==> config.mk <==
export PLATFORM = sky130hd
export DESIGN_NAME = rllt_queue
export DESIGN_NICKNAME = d
export VERILOG_FILES = /design/src/rllt_pkg.sv /design/src/rllt_queue.sv
export SDC_FILE = /design/constraint.sdc
export NUM_CORES = 1
export LEC_CHECK = 0
export ABC_AREA = 1
export BUFFER_PORTS_ARGS = -buffer_cell sky130_fd_sc_hd__clkbuf_2
export CAP_MARGIN = 40
export CORE_MARGIN = 1
export CORE_UTILIZATION = 47
export DETAILED_ROUTE_END_ITERATION = 6
export PLACE_DENSITY = 0.83
export SETUP_SLACK_MARGIN = 0.05
export SYNTH_ARGS = -nofsm -noshare
export SYNTH_HDL_FRONTEND = slang
export SYNTH_SLANG_ARGS = --single-unit
==> constraint.sdc <==
create_clock -name clk -period 3.9 [get_ports clk]
set_input_delay 0.195 -clock clk [delete_from_list [all_inputs] [get_ports clk]]
set_output_delay 0.195 -clock clk [all_outputs]
set_load 0.02 [all_outputs]
==> src/rllt_pkg.sv <==
// Package for the run-length line table: sizes, payload structs and codes.
// Used by every module of the block; depends on nothing.
package rllt_pkg;

	// Storage sizes.
	localparam int BYTE_DEPTH = 4096;
	localparam int RUN_DEPTH  = 256;
	localparam int BYTE_AW    = $clog2(BYTE_DEPTH);
	localparam int RUN_AW     = $clog2(RUN_DEPTH);
	localparam int RUN_CW     = RUN_AW + 1;

	// Field widths fixed by the interface.
	localparam int COUNT_W = 13;
	localparam int LINE_W  = 16;

	// Command queue between the front and the back.
	localparam int Q_DEPTH = 2;
	localparam int Q_AW    = $clog2(Q_DEPTH);

	// Action codes of the request.
	localparam logic [1:0] ACT_APPEND = 2'd0;
	localparam logic [1:0] ACT_LOOKUP = 2'd1;
	localparam logic [1:0] ACT_REWIND = 2'd2;
	localparam logic [1:0] ACT_NONE   = 2'd3;

	// Status codes of the response.
	localparam logic [1:0] STATUS_OK         = 2'd0;
	localparam logic [1:0] STATUS_BYTES_FULL = 2'd1;
	localparam logic [1:0] STATUS_RUNS_FULL  = 2'd2;
	localparam logic [1:0] STATUS_BAD_POS    = 2'd3;

	// Request and response payloads.
	typedef struct packed {
		logic [1:0]         action;
		logic [31:0]        data_value;
		logic [2:0]         data_bytes;
		logic [LINE_W-1:0]  line_number;
		logic [COUNT_W-1:0] position;
	} req_t;

	typedef struct packed {
		logic [1:0]         status;
		logic [LINE_W-1:0]  line_out;
		logic [7:0]         byte_out;
		logic [COUNT_W-1:0] count_out;
	} rsp_t;

	// Command class decided by the front.
	typedef enum logic [1:0] {
		K_APPEND,
		K_LOOKUP,
		K_REWIND,
		K_NOP
	} kind_t;

	typedef struct packed {
		kind_t              kind;
		logic [31:0]        data_value;
		logic [2:0]         data_bytes;
		logic [LINE_W-1:0]  line_number;
		logic [COUNT_W-1:0] position;
	} cmd_t;

endpackage

==> src/rllt_queue.sv <==
// Short command queue that decouples the front from the back.
// Depends on rllt_pkg for the command type and depth.
module rllt_queue (
	input  logic          clk,
	input  logic          arst_n,
	input  logic          push_valid,
	output logic          push_ready,
	input  rllt_pkg::cmd_t push_cmd,
	output logic          pop_valid,
	input  logic          pop_ready,
	output rllt_pkg::cmd_t pop_cmd
);
	import rllt_pkg::*;

	cmd_t            slot_q [Q_DEPTH];
	logic [Q_AW-1:0] wp_q;
	logic [Q_AW-1:0] rp_q;
	logic [Q_AW:0]   cnt_q;
	logic            do_push;
	logic            do_pop;

	assign push_ready = cnt_q != (Q_AW+1)'(Q_DEPTH);
	assign pop_valid  = cnt_q != '0;
	assign do_push    = push_valid && push_ready;
	assign do_pop     = pop_valid && pop_ready;
	assign pop_cmd    = slot_q[rp_q];

	// Pointers and fill count.
	always_ff @(posedge clk or negedge arst_n) begin
		if (!arst_n) begin
			wp_q  <= '0;
			rp_q  <= '0;
			cnt_q <= '0;
		end else begin
			if (do_push) begin
				wp_q <= wp_q + Q_AW'(1);
			end
			if (do_pop) begin
				rp_q <= rp_q + Q_AW'(1);
			end
			if (do_push && !do_pop) begin
				cnt_q <= cnt_q + (Q_AW+1)'(1);
			end else if (do_pop && !do_push) begin
				cnt_q <= cnt_q - (Q_AW+1)'(1);
			end
		end
	end

	// Entry storage.
	always_ff @(posedge clk) begin
		if (do_push) begin
			slot_q[wp_q] <= push_cmd;
		end
	end

endmodule

==> flow_summary.toml, run 1 <==
[run_status]
status = "completed"

[sta]
fmax_mhz = 482.6
worst_slew_pin_slew_ps = 904.8
hold_ws_ps = 31.43
worst_slack_ps = 1828
final_max_slew_viol_count = 0
max_slew_margin_pct = 39.68
hold_violations = 0
finalCriticalPeriod_ps = 2072
finalSetupViolCount = 0
fin_worst_skew_ps = 8.145
finalCritPeriodShare_pct = 53.13
setup_total_negative_slack_ps = 0
rsz0062_at_grt = "no"

[final_layout]
area_growth_pct = 41.81
final_nets = 659
drive_above_1_share_pct = 29.28
final_common_cell = "nand2_1"
fin_util_pct = 68.87
diodes = 0
n_fill_cell = 738
fin_area_um2 = 7142
mostFrequentLayoutCells = "nand2_1 (208), clkbuf_2 (137), edfxtp_1 (132)"
stdcell_count = 737

[placed_design]
port_buffers = 137
dp_cells = 637
gp_congestion = 0.7521
pre_cts_ws_ps = 1932
dpl_cell_area_um2 = 5872
dp_hpwl_mm = 5.897

[critical_path]
crit_fanout = 67
crit_path_start = "rp_q"
required_ps = 3700
rr_worst_depth = 5
path_cells = "buf_4 -> nand2_1 -> nand2_1 -> clkbuf_2"
r2r_start = "cnt_q[0]"
slowest_delay_ps = 580
critical_path.endpoint_type = "primary output"
worst_path_most_repeated_cell = "nand2_1"
worstPathArrival_ps = 1880
critPathKind = "register to primary output"
cp_slowest_cell = "buf_4"
worstSetupStartpointType = "register"

[grt]
grt_usage_pct = 19.47
antenna_found_initial = 0
grt_pass1_wl_mm = 16.24
grt_pass1_vias = 3645
grt_max_degree = 68
overflow = 0

[floorplan]
die_x_um = 105.5
start_util_pct = 48.56
fp.dieH_um = 105.5
core_area_um2 = 10370
row_count = 37
pin_count = 138
die_area_um2 = 11130

[synth]
avgSynthCellArea_um2 = 13.47
synth_top_family_by_area = "simple AND/OR/NAND/NOR gates"
synth_area_um2 = 5036
synth_xor_xnor_area_share_pct = 0.3478
synth.largest_area_cell = "edfxtp_1"
yosys.area_share.simple_pct = 15.98
synthMuxAreaShare_pct = 0
seq_area_frac_synth_pct = 80.70
synth_compound_area_share_pct = 0
netlist.area_leader.share_pct = 78.71
ys_types = 14
synth_cells = 374
ys_top_cells_by_area = "edfxtp_1 (79%), nand2_1 (16%), dfrtp_1 (2.0%)"
syn-num-nets = 445
synth_fa_ha_area_share_pct = 0.2484
ys_ff_latch = 136
yosys_warnings = 0

[route]
finalWirelength_mm = 10.38
drc = 0
post_drt_wl_per_cell_um = 14.08
vias_per_cell = 4.720
vias = 3479
drt_iter0_markers = 152
drtAntennaViolNets = 0
firstDrtPassIters = 6

[clock_network]
clock_latency_ps = 500
clock_path_buffers = 2
cts-resized-gates = 0
cts_tree = "done"
path_clk_slew_ps = 60
clock-sinks = 136
numCtsBuffers = 17
cts_root_buf = "clkbuf_8"
htreeDepth = 4

[pwr]
pwr-share-seq_pct = 37.7
p_leak_nw = 3.119
p_sw_share_pct = 36.24
ir_drop_mv = 0.4965
comb_power_share_pct = 33.9
power.total_mw = 5.534
p_per_area_nw_per_um2 = 774.9
pwr-share-clk_pct = 28.3
switching_power_mw = 2.005
intPower_mw = 3.529

[job]
cap_violations = 0

[worst_hold_path]
hold_path.class = "input pin to async pin"
## critical path, delay by kind of cell, from the launching register on
family,cells,cell delay [ps]
buffers and inverters,2,750
flip-flops,1,360
AND/OR/NAND/NOR,2,260
## layer usage
| metal | share of wire, % | up-vias | wire length (um) | global-route usage [%] |
|---|---|---|---|---|
| met5 | 0 | - | 0 | 0 |
| li1 | - | 1689 | - | - |
| met2 | 55 | 109 | 5722 | 37.31 |
| met1 | 39 | 1660 | 4022 | 19.52 |
| met3 | 4.4 | 21 | 452 | 5.009 |
| met4 | 1.8 | 0 | 184 | 8.929 |
## area by class of cell
cell class	instances	area [um^2]	share of cell area, %
Clock buffer	17	414.1	5.799
Clock inverter	15	175.2	2.453
Inverter	7	26.28	0.3679
Multi-Input combinational cell	216	849.6	11.90
Sequential cell	136	4065	56.92
Tap cell	136	170.2	2.383
Timing Repair Buffer	210	1441	20.18
## Yosys cell counts, drive strengths merged
master and n:
nand2 208, edfxtp 132, buf 15, inv 7
dfrtp 4, nand3 2, nor2 2, ha 1
nand4 1, xnor2 1, xor2 1
## power groups by stage
stage | clock, mW | sequential, mW | combinational, mW
floorplan | 0 | 2.12 | 1.23
global route | 1.65 | 2.11 | 2.05
CTS | 1.59 | 2.09 | 1.89
finish | 1.57 | 2.09 | 1.88
detailed placement | 0 | 2.11 | 1.83
global placement | 0 | 2.10 | 1.77
## path summary, 6_finish.rpt
path	endpoint	slack, ps
min in group clk	wp_q	140
max in group asynchronous	rp_q	3720
min	wp_q	30
min reg2reg	cnt_q[1]	520
max reg2reg	slot_q[1][55]	1920
max	pop_cmd[38]	1830
## what timing repair did
item,4_1_cts,5_1_grt
hold endpoints to repair,137,0
setup buffers,0,0
hold buffers,68,0
## logic make-up after synthesis
family                   after synthesis
buffers and inverters                 22
flip-flops                           136
adder cells (fa/ha/maj)                1
XOR/XNOR                               2
AND/OR/NAND/NOR                      213
## sequential cells by signal, summed over array words and instances, names as in the netlist
name / flops
cnt_q: 2
rp_q: 1
wp_q: 1
slot_q: 132
No activity file was read; power rests on OpenSTA's default activity.
==> inputs of run 2 (changes only) <==
--- a/config.mk
+++ b/config.mk
@@ -5,13 +5,13 @@
 export SDC_FILE = /design/constraint.sdc
 export NUM_CORES = 1
 export LEC_CHECK = 0
-export ABC_AREA = 1
+export ABC_AREA = 0
 export BUFFER_PORTS_ARGS = -buffer_cell sky130_fd_sc_hd__clkbuf_2
 export CAP_MARGIN = 40
 export CORE_MARGIN = 1
-export CORE_UTILIZATION = 47
+export CORE_UTILIZATION = 52
 export DETAILED_ROUTE_END_ITERATION = 6
-export PLACE_DENSITY = 0.83
+export PLACE_DENSITY = 0.86
 export SETUP_SLACK_MARGIN = 0.05
 export SYNTH_ARGS = -nofsm -noshare
 export SYNTH_HDL_FRONTEND = slang
==> constraint.sdc (replaced) <==
create_clock -name clk -period 2 [get_ports clk]
set_input_delay 0.1 -clock clk [delete_from_list [all_inputs] [get_ports clk]]
set_output_delay 0.1 -clock clk [all_outputs]
set_load 0.02 [all_outputs]
==> flow_summary.toml, run 2 <==
[clock_network]
path_clk_slew_ps = 60
clock-sinks = 136
cts-resized-gates = 0
clock_path_buffers = 2
cts_root_buf = "clkbuf_8"
htreeDepth = 4
clock_latency_ps = 510
cts_tree = "done"
numCtsBuffers = 17

[final_layout]
n_fill_cell = 517
final_common_cell = "clkbuf_2"
largest_reg_flops = 132
mostFrequentLayoutCells = "clkbuf_2 (137), edfxtp_1 (132), dlygate4sd3_1 (70)"
drive_above_1_share_pct = 53.66
final_nets = 522
top_regs = "slot_q: 132 flops, cnt_q: 2 flops"
top_register = "slot_q"
stdcell_count = 593
fin_util_pct = 78.39
diodes = 0
area_growth_pct = 44.23

[synth]
synth_edf_count = 132
seq_area_frac_synth_pct = 80.16
synth_area_um2 = 5070
syn-num-nets = 294
synth_cells = 223
netlist.area_leader.share_pct = 78.18
synth.largest_area_cell = "edfxtp_1"
ys_types = 16
synth_ff_type = "edfxtp_1"
yosys_warnings = 0
yosysMostFrequentCell = "edfxtp_1"
avgSynthCellArea_um2 = 22.73
ys_ff_latch = 136
ys_top_cells_by_area = "edfxtp_1 (78%), mux2_4 (8.9%), mux2_2 (8.0%)"
synth_common_cells = "edfxtp_1 (132), mux2_2 (36), mux2_4 (30)"
async_flop_share_pct = 2.941

[job]
cap_violations = 0

[route]
drc = 0
highest_layer = "met4"
route.met3.wl_um = 626
met2WireLength_mm = 5.349
vias = 2846
vias_per_cell = 4.799
firstDrtPassIters = 4
drt_iter0_markers = 77
finalWirelength_mm = 9.887
post_drt_wl_per_cell_um = 16.67
met1_length_mm = 3.807
drtAntennaViolNets = 0

[floorplan]
die_area_um2 = 10150
core_area_um2 = 9328
row_count = 35
pin_count = 138
die_x_um = 100.7
fp.dieH_um = 100.7
start_util_pct = 54.35

[sta]
finalSetupViolCount = 0
max_slew_margin_pct = 75.01
final_max_slew_viol_count = 0
finalCriticalPeriod_ps = 1860
worst_slew_pin_slew_ps = 374.9
fin_worst_skew_ps = 15.30
hold_violations = 0
hold_ws_ps = 318.4
rsz0062_at_grt = "no"
finalCritPeriodShare_pct = 93.00
fmax_mhz = 537.7

[critical_path]
crit_fanout = 25
critPathKind = "register to primary output"
r2r_start = "cnt_q[0]"
rrSetupSlack_ps = 440
crit_path_start = "rp_q"
rr_worst_depth = 6
required_ps = 1900
worstPathArrival_ps = 1760
r2r_end = "cnt_q[1]"
worstSetupStartpointType = "register"
critical_path.endpoint_type = "primary output"

[pwr]
p_leak_nw = 2.928
p_sw_share_pct = 31.17
switching_power_mw = 3.412
pwr-share-clk_pct = 29.2
intPower_mw = 7.535
ir_drop_mv = 0.8837
p_per_area_nw_per_um2 = 1497
pwr-share-seq_pct = 37.8
comb_power_share_pct = 33.1

[worst_hold_path]
min_path_cells = 2
hold_path.class = "input pin to register"
min_from = "push_cmd[54]"
min_to = "slot_q[0][54]"

[grt]
grt_pass1_vias = 3037
antenna_found_initial = 0
overflow = 0
grt_max_degree = 67
grt_pass1_wl_mm = 14.55
grt_usage_pct = 20.24

[placed_design]
dp_cells = 487
port_buffers = 137
gp_congestion = 0.6601
dp_hpwl_mm = 5.404

[run_status]
status = "completed"
-- run 2: layout make-up --
class | count | area (um^2) | area share [%]
inverters | 1 | 3.754 | 0.05133
clock buffers | 18 | 417.9 | 5.715
repair buffers | 216 | 1495 | 20.45
well taps | 129 | 161.4 | 2.207
flip-flops and latches | 136 | 4068 | 55.63
multi-input cells | 79 | 969.7 | 13.26
clock inverters | 14 | 196.4 | 2.687
-- run 2: logic make-up (layout without fill, tap and decap cells) --
logic type | count (synthesis) | count (layout) | share of synthesized area, %
and+or+nand+nor | 7 | 7 | 0.6667
muxes | 66 | 66 | 16.88
DFF | 136 | 136 | 80.16
buffers and inverters | 8 | 249 | 1.184
adders and majority gates | 1 | 1 | 0.2468
xor gates and xnor gates | 5 | 5 | 0.8639
-- run 2: repair_timing --
item,4_1_cts,5_1_grt
hold buffers,70,0
setup buffers,4,0
endpoints found under the setup margin,42,0
hold endpoints to repair,138,0
-- run 2: power by group through the flow --
stage / Combinational [mW] / Sequential (mW) / Clock, mW
6_report: 3.62 / 4.13 / 3.19
5_1_grt: 3.82 / 4.18 / 3.36
4_1_cts: 3.63 / 4.13 / 3.23
3_5_place_dp: 3.34 / 4.27 / 0
3_3_place_gp: 3.29 / 4.22 / 0
2_1_floorplan: 2.50 / 4.09 / 0
-- run 2: metrics by stage --
stage                     TNS (ps)  total power [mW]  setup slack, ps  cell area, um^2
after global routing             0             11.36            73.48             7312
after detailed placement         0             7.606            422.9             5963
after global placement           0             7.506            444.2             5963
after floorplan              -3458             6.593           -52.39             5094
after CTS                        0             10.99            110.1             7312
final                            0             10.95            140.1             7312
-- run 2: critical path: stages (launching register included) --
cell      delay (ps)
dfrtp_4          490
buf_12           230
mux2_2           360
clkbuf_2         160
-- run 2: how the worst max path moves through the flow --
stage / end / slack (ps) / cells past startpoint
5_1_grt: pop_cmd[58] / 70 / 3
6_report: pop_cmd[52] / 140 / 3
2_1_floorplan: slot_q[0][0] / -50 / 3
4_1_cts: pop_cmd[52] / 110 / 3
3_3_place_gp: pop_cmd[52] / 440 / 3
3_5_place_dp: pop_cmd[52] / 420 / 3
-- run 2: routing by layer --
metal / vias up / global-route usage [%]
met5: - / 0
met4: 0 / 8.027
met3: 8 / 7.282
met2: 110 / 37.62
met1: 1386 / 20.52
li1: 1342 / -
