--- src/rllt_pkg.sv ---
// Package for the run-length line table: sizes, payload structs and codes.
// Used by every module of the block; depends on nothing.
package rllt_pkg;

	// Storage sizes.
	localparam int BYTE_DEPTH = 4096;
	localparam int RUN_DEPTH  = 256;
	localparam int BYTE_AW    = $clog2(BYTE_DEPTH);
	localparam int RUN_AW     = $clog2(RUN_DEPTH);
	localparam int RUN_CW     = RUN_AW + 1;

	// Field widths fixed by the interface.
	localparam int COUNT_W = 13;
	localparam int LINE_W  = 16;

	// Command queue between the front and the back.
	localparam int Q_DEPTH = 2;
	localparam int Q_AW    = $clog2(Q_DEPTH);

	// Action codes of the request.
	localparam logic [1:0] ACT_APPEND = 2'd0;
	localparam logic [1:0] ACT_LOOKUP = 2'd1;
	localparam logic [1:0] ACT_REWIND = 2'd2;
	localparam logic [1:0] ACT_NONE   = 2'd3;

	// Status codes of the response.
	localparam logic [1:0] STATUS_OK         = 2'd0;
	localparam logic [1:0] STATUS_BYTES_FULL = 2'd1;
	localparam logic [1:0] STATUS_RUNS_FULL  = 2'd2;
	localparam logic [1:0] STATUS_BAD_POS    = 2'd3;

	// Request and response payloads.
	typedef struct packed {
		logic [1:0]         action;
		logic [31:0]        data_value;
		logic [2:0]         data_bytes;
		logic [LINE_W-1:0]  line_number;
		logic [COUNT_W-1:0] position;
	} req_t;

	typedef struct packed {
		logic [1:0]         status;
		logic [LINE_W-1:0]  line_out;
		logic [7:0]         byte_out;
		logic [COUNT_W-1:0] count_out;
	} rsp_t;

	// Command class decided by the front.
	typedef enum logic [1:0] {
		K_APPEND,
		K_LOOKUP,
		K_REWIND,
		K_NOP
	} kind_t;

	typedef struct packed {
		kind_t              kind;
		logic [31:0]        data_value;
		logic [2:0]         data_bytes;
		logic [LINE_W-1:0]  line_number;
		logic [COUNT_W-1:0] position;
	} cmd_t;

endpackage

--- src/rllt_front.sv ---
// Front of the run-length line table: accepts requests and classifies them.
// Depends on rllt_pkg; feeds the command queue.
module rllt_front (
	input  logic          clk,
	input  logic          arst_n,
	input  logic          req_valid,
	output logic          req_ready,
	input  rllt_pkg::req_t req,
	output logic          cmd_valid,
	input  logic          cmd_ready,
	output rllt_pkg::cmd_t cmd
);
	import rllt_pkg::*;

	logic  vld_s1;
	cmd_t  cmd_s1;
	cmd_t  cls;

	// Classification: a bad byte count or the unused action does nothing.
	always_comb begin
		cls.data_value  = req.data_value;
		cls.data_bytes  = req.data_bytes;
		cls.line_number = req.line_number;
		cls.position    = req.position;
		unique case (req.action)
			ACT_APPEND: begin
				if (req.data_bytes == 3'd1 || req.data_bytes == 3'd2 ||
				    req.data_bytes == 3'd4) begin
					cls.kind = K_APPEND;
				end else begin
					cls.kind = K_NOP;
				end
			end
			ACT_LOOKUP: cls.kind = K_LOOKUP;
			ACT_REWIND: cls.kind = K_REWIND;
			ACT_NONE:   cls.kind = K_NOP;
			default:    cls.kind = K_NOP;
		endcase
	end

	assign req_ready = !vld_s1 || cmd_ready;

	// Stage register toward the queue.
	always_ff @(posedge clk or negedge arst_n) begin
		if (!arst_n) begin
			vld_s1 <= 1'b0;
		end else if (req_ready) begin
			vld_s1 <= req_valid;
		end
	end

	always_ff @(posedge clk) begin
		if (req_ready && req_valid) begin
			cmd_s1 <= cls;
		end
	end

	assign cmd_valid = vld_s1;
	assign cmd       = cmd_s1;

endmodule

--- config.mk ---
export PLATFORM = sky130hd
export DESIGN_NAME = rllt_front
export DESIGN_NICKNAME = d
export VERILOG_FILES = /design/src/rllt_pkg.sv /design/src/rllt_front.sv
export SDC_FILE = /design/constraint.sdc
export NUM_CORES = 1
export LEC_CHECK = 0
export BUFFER_PORTS_ARGS = -buffer_cell sky130_fd_sc_hd__buf_2
export CELL_PAD_IN_SITES_DETAIL_PLACEMENT = 1
export CELL_PAD_IN_SITES_GLOBAL_PLACEMENT = 2
export CORE_MARGIN = 5
export CORE_UTILIZATION = 27
export CTS_CLUSTER_SIZE = 10
export DETAILED_ROUTE_END_ITERATION = 6
export PLACE_DENSITY_LB_ADDON = 0.1
export RECOVER_POWER = 100
export SYNTH_ARGS = -nofsm -noshare
export SYNTH_HDL_FRONTEND = slang
export SYNTH_SLANG_ARGS = --single-unit
--- constraint.sdc ---
create_clock -name clk -period 3.3 [get_ports clk]
set_input_delay 0.66 -clock clk [delete_from_list [all_inputs] [get_ports clk]]
set_output_delay 0.66 -clock clk [all_outputs]
set_load 0.02 [all_outputs]
==> parameters.txt, run 1 <==
Parameter                              Value

Cells and area
  NumNets Final ... a little under 300
  Top library cells by usage in the layout, fill and taps aside ... 71 x clkbuf_1, 66 x edfxtp_1, 66 x buf_2, 9 x clkbuf_8, 4 x clkinv_2
  Most frequent standard cell in the layout excluding fill and tap cells ... clkbuf_1
  Post-synthesis to final-layout area growth ... 42.75%
  Layout cell share with drive strength beyond 1 ... 35.34%
  Diodes inserted ... 0
  Share of the core filled with cells ... between 30% and 40%
  Filler Cell Count ... approximately 820

Clock tree
  Clock latency on the worst-skew pair ... 0.33 ns
  TritonCTS Buffers ... 9
  # Post-CTS Setup Buffers ... 0
  Cts hold-fix bufs ... 0
  TritonCTS Sinks ... 67
  Htree depth ... 3
  Clock-pin slew reported for the worst setup and hold paths after clock tree synthesis ... 0.07 ns
  Cells resized by post-CTS repair ... 0
  Clock tree root driver cell ... clkbuf_8
  CTS tree ... done
  Maximum root-to-sink buffer count ... 2

Timing
  Final setup vio count ... 0
  Share of the clock period used by the worst path ... between 70% and 80%
  Max_slew headroom ... roughly 44%
  Worst setup skew after layout ... 0.004303 ns
  Timing-limited maximum frequency ... between 400 and 500 MHz
  Total negative slack ... 0 ns
  Hold Violations, Final ... 0
  Transition time at the pin with the least slew margin ... 0.8330 ns
  Worst setup margin ... 0.9299 ns
  Min Clock Period, post-route ... 2.370 ns
  Number of slew-limit violations in the final report ... 0
  Setup repair after global routing missed its margin ... no

Placed design
  Pre-CTS setup slack ... approximately 1.1 ns
  Final GP Congestion ... about 0.7
  HPWL reported at the end of detailed placement ... a little over 4000 um
  Number of port buffers ... approximately 140

Synth
  Number of distinct library cells after synthesis ... 9
  Flip-flop and latch count after synthesis ... between 60 and 70
  Synthesized instance count ... approximately 80
  Cell types with the largest area share after synthesis ... edfxtp_1 95%, dfrtp_1 1.2%, a221o_1 0.96%, nand2b_1 0.60%, nor2b_1 0.60%
  Fraction of the yosys area taken by sequential cells ... roughly 96%
  Library cell with the largest summed area after synthesis ... edfxtp_1
  Yosys top cell area share ... 95.25%
  Mapped Nets ... between 100 and 150
  Mapped cell area ... between 2000 and 2500 sq um
  Warning count from the yosys run ... 0
  Mean area per synthesized cell ... around 27 sq um

Route
  Post-Route M1 WL ... 1874 um
  Detailed-route wire length per cell ... ~16 um
  Detailed Route Iter0 Violations ... 50
  Top layer reached by signal wires ... met4
  Post-DR vias/cell ... around 4.0
  Post-route DRC ... 0
  Routed length on met3 ... ~480 um
  Routed Antenna Nets ... 0
  Total number of vias ... about 1300
  Met2 Routed Length ... 2810 um
  Drt pass-1 iters ... 3
  Aggregate routed wire length ... between 5000 and 6000 um

Worst setup path
  CP Capture Type ... flip-flop
  Critical Path, Cell by Cell ... buf_2 -> nand2b_1 -> and2_2 -> clkbuf_2
  Worst setup path class ... input port to flip-flop
  CP bufs+invs ... 2
  Slowest cell on crit path ... clkbuf_2
  Maximum cell stage delay along the critical path ... a little under 0.8 ns
  Family of cells with the greatest summed delay on the critical path ... buffers and inverters
  Critical path data required time ... 3.25 ns
  Worst-path maximum fanout ... 34
  Crit path DAT ... between 2 and 2.5 ns
  Crit path launch type ... input port
  Worst reg2reg setup slack ... a little under 1 ns

GRT
  GR Overflow Total ... 0
  Initial antenna violation count ... 0
  Number of global-route vias before repair ... 1478
  Maximum number of pins on one net before global-route repair ... 35
  First-pass GRT wire length ... 7845 um
  GRT Resource Usage Total ... a little over a tenth

Pwr
  Power per standard cell area ... between 500 and 600 nW/um^2
  Portion of total power attributed to combinational logic ... 9.4%
  Total design power ... around 0.0017 W
  Proportion of total power due to net switching ... between 20% and 30%
  Maximum resistive drop on vdd ... 0.0002285 V
  Internal power ... between 0.001 and 0.0015 W
  Clock share of power ... 32.1%
  Lkg Pwr ... 1.096 nW
  Sequential Power Share ... around 59%
  P_sw ... a little over 0.0004 W

Die
  Top-level I/O count ... about 140
  Starting Density ... ~27%
  Area of the placeable core ... around 7600 sq um
  Number of placement rows ... 32
  Die span in y ... around 98 um
  Area of the die ... 9562 sq um
  Width of the die ... slightly below 100 um

Status
  Status ... finished clean

Run
  Number of max-capacitance violations reported ... 0

Worst hold path
  Worst min-delay path category ... input port to async pin
==> cell usage after synthesis (all sizes together) <==
library cell   n
a221o          2
nand2b         2
xnor2          1
and2           1
or2            1
edfxtp        66
nor2           2
nor2b          2
dfrtp          1
==> power groups by stage <==
stage                     logic [W]  clock network [W]  registers (W)
after floorplan           0.0000225                  0        0.00108
final                      0.000162           0.000551        0.00100
after global placement     0.000177                  0        0.00102
after global routing       0.000176           0.000629        0.00101
after CTS                  0.000183           0.000582        0.00100
after detailed placement   0.000183                  0        0.00102
==> cells by family after synthesis <==
family | share of synthesized area, %
compound gates | 0.9622
xor+xnor | 0.4210
flops | 96.45
simple gates | 2.165
==> sequential cells by signal, summed over array words and instances (netlist names) <==
| signal | flops |
|---|---|
| cmd | 66 |
| cmd_valid | 1 |
==> cell type report <==
| class | count | area [sq um] | area share, % |
|---|---|---|---|
| repair buffers | 138 | 601.8 | 20.26 |
| well taps | 102 | 127.6 | 4.297 |
| multi-input cells | 11 | 75.07 | 2.527 |
| flip-flops and latches | 67 | 2007 | 67.57 |
| clock inverters | 7 | 35.03 | 1.179 |
| clock buffers | 9 | 123.9 | 4.170 |
==> metal layers <==
layer	GRT usage, %	vias up
met1	11.30	645
met5	0	-
met3	6.143	5
met4	4.153	0
li1	-	609
met2	18.77	68
==> worst reg2reg max path, delay by kind of cell, from the launching register on <==
| family | cells | cell delay (ns) |
|---|---|---|
| buffers and inverters | 1 | 0.80 |
| DFF | 1 | 0.38 |
| and+or+nand+nor | 2 | 0.76 |
==> worst paths after layout <==
| path | startpoint | end | depth (start not counted) |
|---|---|---|---|
| max | cmd_ready | cmd[61]$_DFFE_PP_ | 4 |
| min | arst_n | cmd_valid$_DFFE_PN0P_ | 1 |
| max reg2reg | cmd_valid$_DFFE_PN0P_ | cmd[61]$_DFFE_PP_ | 3 |
| min reg2reg | cmd_valid$_DFFE_PN0P_ | cmd_valid$_DFFE_PN0P_ | 2 |
| max in group asynchronous | arst_n | cmd_valid$_DFFE_PN0P_ | 1 |
| min in group clk | req[40] | cmd[40]$_DFFE_PP_ | 1 |
==> metrics by stage <==
step	instance area [sq um]	hold WS [ns]	instances
after detailed placement	2915	0.4382	318
after floorplan	2081	0.3644	78
final	2970	0.09760	334
after CTS	3074	0.07835	334
after global placement	2915	0.4356	318
after global routing	2970	0.05976	334
Note: power is estimated with default switching activity, not from simulation.
==> inputs of run 2 (changes only) <==
Settings changed: CORE_UTILIZATION 27 to 24.
Clock period 3.3 ns to 1.9 ns, I/O delays scaled along.
==> parameters.txt, run 2 (same netlist as run 1, synthesis figures left out) <==
Parameter                              Value

Clock tree
  Htree depth ... 3 (unchanged)
  # Post-CTS Setup Buffers ... 0 (unchanged)
  Cells resized by post-CTS repair ... 0 (unchanged)
  TritonCTS Sinks ... 67 (unchanged)
  Clock-pin slew reported for the worst setup and hold paths after clock tree synthesis ... 0.08 ns (about the same)
  Clock tree root driver cell ... clkbuf_8
  CTS tree ... done
  Clock latency on the worst-skew pair ... 0.33 ns (about the same)
  Maximum root-to-sink buffer count ... 2 (unchanged)
  TritonCTS Buffers ... 9 (unchanged)

Worst hold path
  Worst min-delay path category ... input port to flip-flop

Die
  Width of the die ... 103.1 um (+5.4%)
  Area of the placeable core ... 8593 sq um (+13%)
  Area of the die ... 10630 sq um (+11%)
  Starting Density ... 24.21% (-3.1 points)
  Die span in y ... 103.1 um (+5.4%)
  Top-level I/O count ... 138 (unchanged)
  Number of placement rows ... 34 (+6.3%)

Cells and area
  Most frequent standard cell in the layout excluding fill and tap cells ... clkbuf_1
  NumNets Final ... 299 (+0.67%)
  Filler Cell Count ... 967 (+17%)
  Diodes inserted ... 0 (unchanged)
  Layout cell share with drive strength beyond 1 ... 35.90% (+0.55 points)
  Number of flip-flops in the largest register ... 66 (unchanged)
  Post-synthesis to final-layout area growth ... 49.19%
  Final standard cell area without fillers ... 3104 sq um (+4.5%)
  Share of the core filled with cells ... 36.12% (-2.9 points)
  Top library cells by usage in the layout, fill and taps aside ... 71 x clkbuf_1, 66 x edfxtp_1, 66 x buf_2, 9 x clkbuf_8, 3 x bufinv_16

Pwr
  Maximum resistive drop on vdd ... 0.0003528 V (+54%)
  Lkg Pwr ... 1.151 nW (+5.0%)
  Power per standard cell area ... 1105 nW/um^2 (+91%)

Timing
  Share of the clock period used by the worst path ... between 80 and 90%
  Total negative slack ... 0 ns (unchanged)
  Worst setup margin ... 0.3227 ns (-0.6072 ns)
  Min Clock Period, post-route ... between 1.5 and 2 ns
  Setup repair after global routing missed its margin ... no
  Transition time at the pin with the least slew margin ... 0.5614 ns (-0.2716 ns)
  Number of slew-limit violations in the final report ... 0 (unchanged)
  Worst hold slack ... 0.2133 ns (+0.1157 ns)
  Hold Violations, Final ... 0 (unchanged)
  Max_slew headroom ... 62.58% (+18 points)
  Worst setup skew after layout ... 0.005279 ns (+0.0009764 ns)
  Final setup vio count ... 0 (unchanged)
  Timing-limited maximum frequency ... around 630 MHz

Worst setup path
  Critical path data required time ... 1.94 ns (-1.31 ns)
  Worst setup path class ... flip-flop to flip-flop
  Crit path DAT ... 1.61 ns (-0.71 ns)
  Critical Path, Cell by Cell ... nand2b_1 -> and2_2 -> buf_12
  Crit path launch type ... flip-flop
  CP bufs+invs ... 1 (-1)
  Family of cells with the greatest summed delay on the critical path ... simple AND/OR/NAND/NOR gates
  CP Capture Type ... flip-flop
  Maximum cell stage delay along the critical path ... 0.52 ns (-0.26 ns)
  Slowest cell on crit path ... and2_2
  Worst-path maximum fanout ... 25 (-26%)

Route
  Detailed-route wire length per cell ... 15.67 um (about the same)
  Total number of vias ... 1314 (-0.98%)
  Drt pass-1 iters ... 3 (unchanged)
  Post-route DRC ... 0 (unchanged)
  Routed Antenna Nets ... 0 (unchanged)
  Post-DR vias/cell ... 3.842 (-3.3%)
  Aggregate routed wire length ... 5358 um (+2.4%)
  Detailed Route Iter0 Violations ... 22 (-56%)

GRT
  Initial antenna violation count ... 0 (unchanged)
  Number of global-route vias before repair ... 1402 (-5.1%)
  GRT Resource Usage Total ... 9.623% (-1.4 points)
  Maximum number of pins on one net before global-route repair ... 26 (-26%)
  GR Overflow Total ... 0 (unchanged)
  First-pass GRT wire length ... 7314 um (-6.8%)

Placed design
  Total placed instance area ... 2944 sq um (+0.99%)
  Number of port buffers ... 137 (unchanged)
  Final GP Congestion ... 0.6948 (-0.40%)
  HPWL reported at the end of detailed placement ... 4252 um (+4.4%)
  Pre-CTS setup slack ... 0.3866 ns (-0.6883 ns)

Status
  Status ... finished clean

Run
  Number of max-capacitance violations reported ... 0 (unchanged)
==> run 2: cell types whose count changed in the layout (fill, tap and decap cells not counted) <==
| cell | delta |
|---|---|
| buf_12 | +2 |
| bufinv_16 | +3 |
| clkbuf_2 | -1 |
| clkinv_1 | -1 |
| clkinv_2 | -3 |
| clkinv_4 | +2 |
| clkinvlp_4 | -1 |
| dlygate4sd3_1 | +1 |
==> run 2: metal layers <==
layer | vias up | track usage, % | wire [um] | share of wire, %
li1 | 612 | - | - | -
met1 | 625 | 9.793 | 1850 | 35
met2 | 64 | 16.82 | 2853 | 53
met3 | 13 | 3.721 | 548 | 10
met4 | 0 | 5.378 | 106 | 2.0
met5 | - | 0 | 0 | 0
==> run 2: metrics by stage <==
step / total power (W) / std cells
6_report: 0.003430 / 342
3_3_place_gp: 0.002087 / 325
2_1_floorplan: 0.001919 / 78
4_1_cts: 0.003505 / 342
5_1_grt: 0.003575 / 342
3_5_place_dp: 0.002096 / 325
==> run 2: final cells by class <==
type,instances,area [sq um],area share [%]
tap,108,135.1,4.353
sequential,67,2007,64.65
clock buffer,9,123.9,3.990
clock inverter,7,116.4,3.748
timing repair buffer,140,646.9,20.84
multi-input combinational,11,75.07,2.418
==> run 2: power breakdown <==
| part | switching (W) | leakage, nW | internal (W) |
|---|---|---|---|
| Combinational | 0.000196 | 0.392 | 0.0000974 |
| Clock | 0.000526 | 0.121 | 0.000869 |
| Sequential | 0.0000196 | 0.639 | 0.00172 |
| Total | 0.000742 | 1.15 | 0.00269 |
==> run 2: repair_timing <==
item                                    in CTS  in global routing
hold endpoints to repair                     1                  0
hold buffers                                 1                  0
endpoints found under the setup margin       0                  0
==> run 2: worst paths after layout <==
check                                      start                     to  slack, ns  depth (start not counted)
min                                      req[52]      cmd[52]$_DFFE_PP_       0.21                          1
max in group asynchronous                 arst_n  cmd_valid$_DFFE_PN0P_       1.48                          2
min in group asynchronous                 arst_n  cmd_valid$_DFFE_PN0P_       0.34                          2
max                        cmd_valid$_DFFE_PN0P_      cmd[29]$_DFFE_PP_       0.32                          3
max reg2reg                cmd_valid$_DFFE_PN0P_      cmd[29]$_DFFE_PP_       0.32                          3
min reg2reg                cmd_valid$_DFFE_PN0P_  cmd_valid$_DFFE_PN0P_       0.55                          2
==> run 2: worst register-to-register path, cell delays in order (launching register included) <==
cell and delay (ns):
dfrtp_1 0.39, nand2b_1 0.11, and2_2 0.52, buf_12 0.26
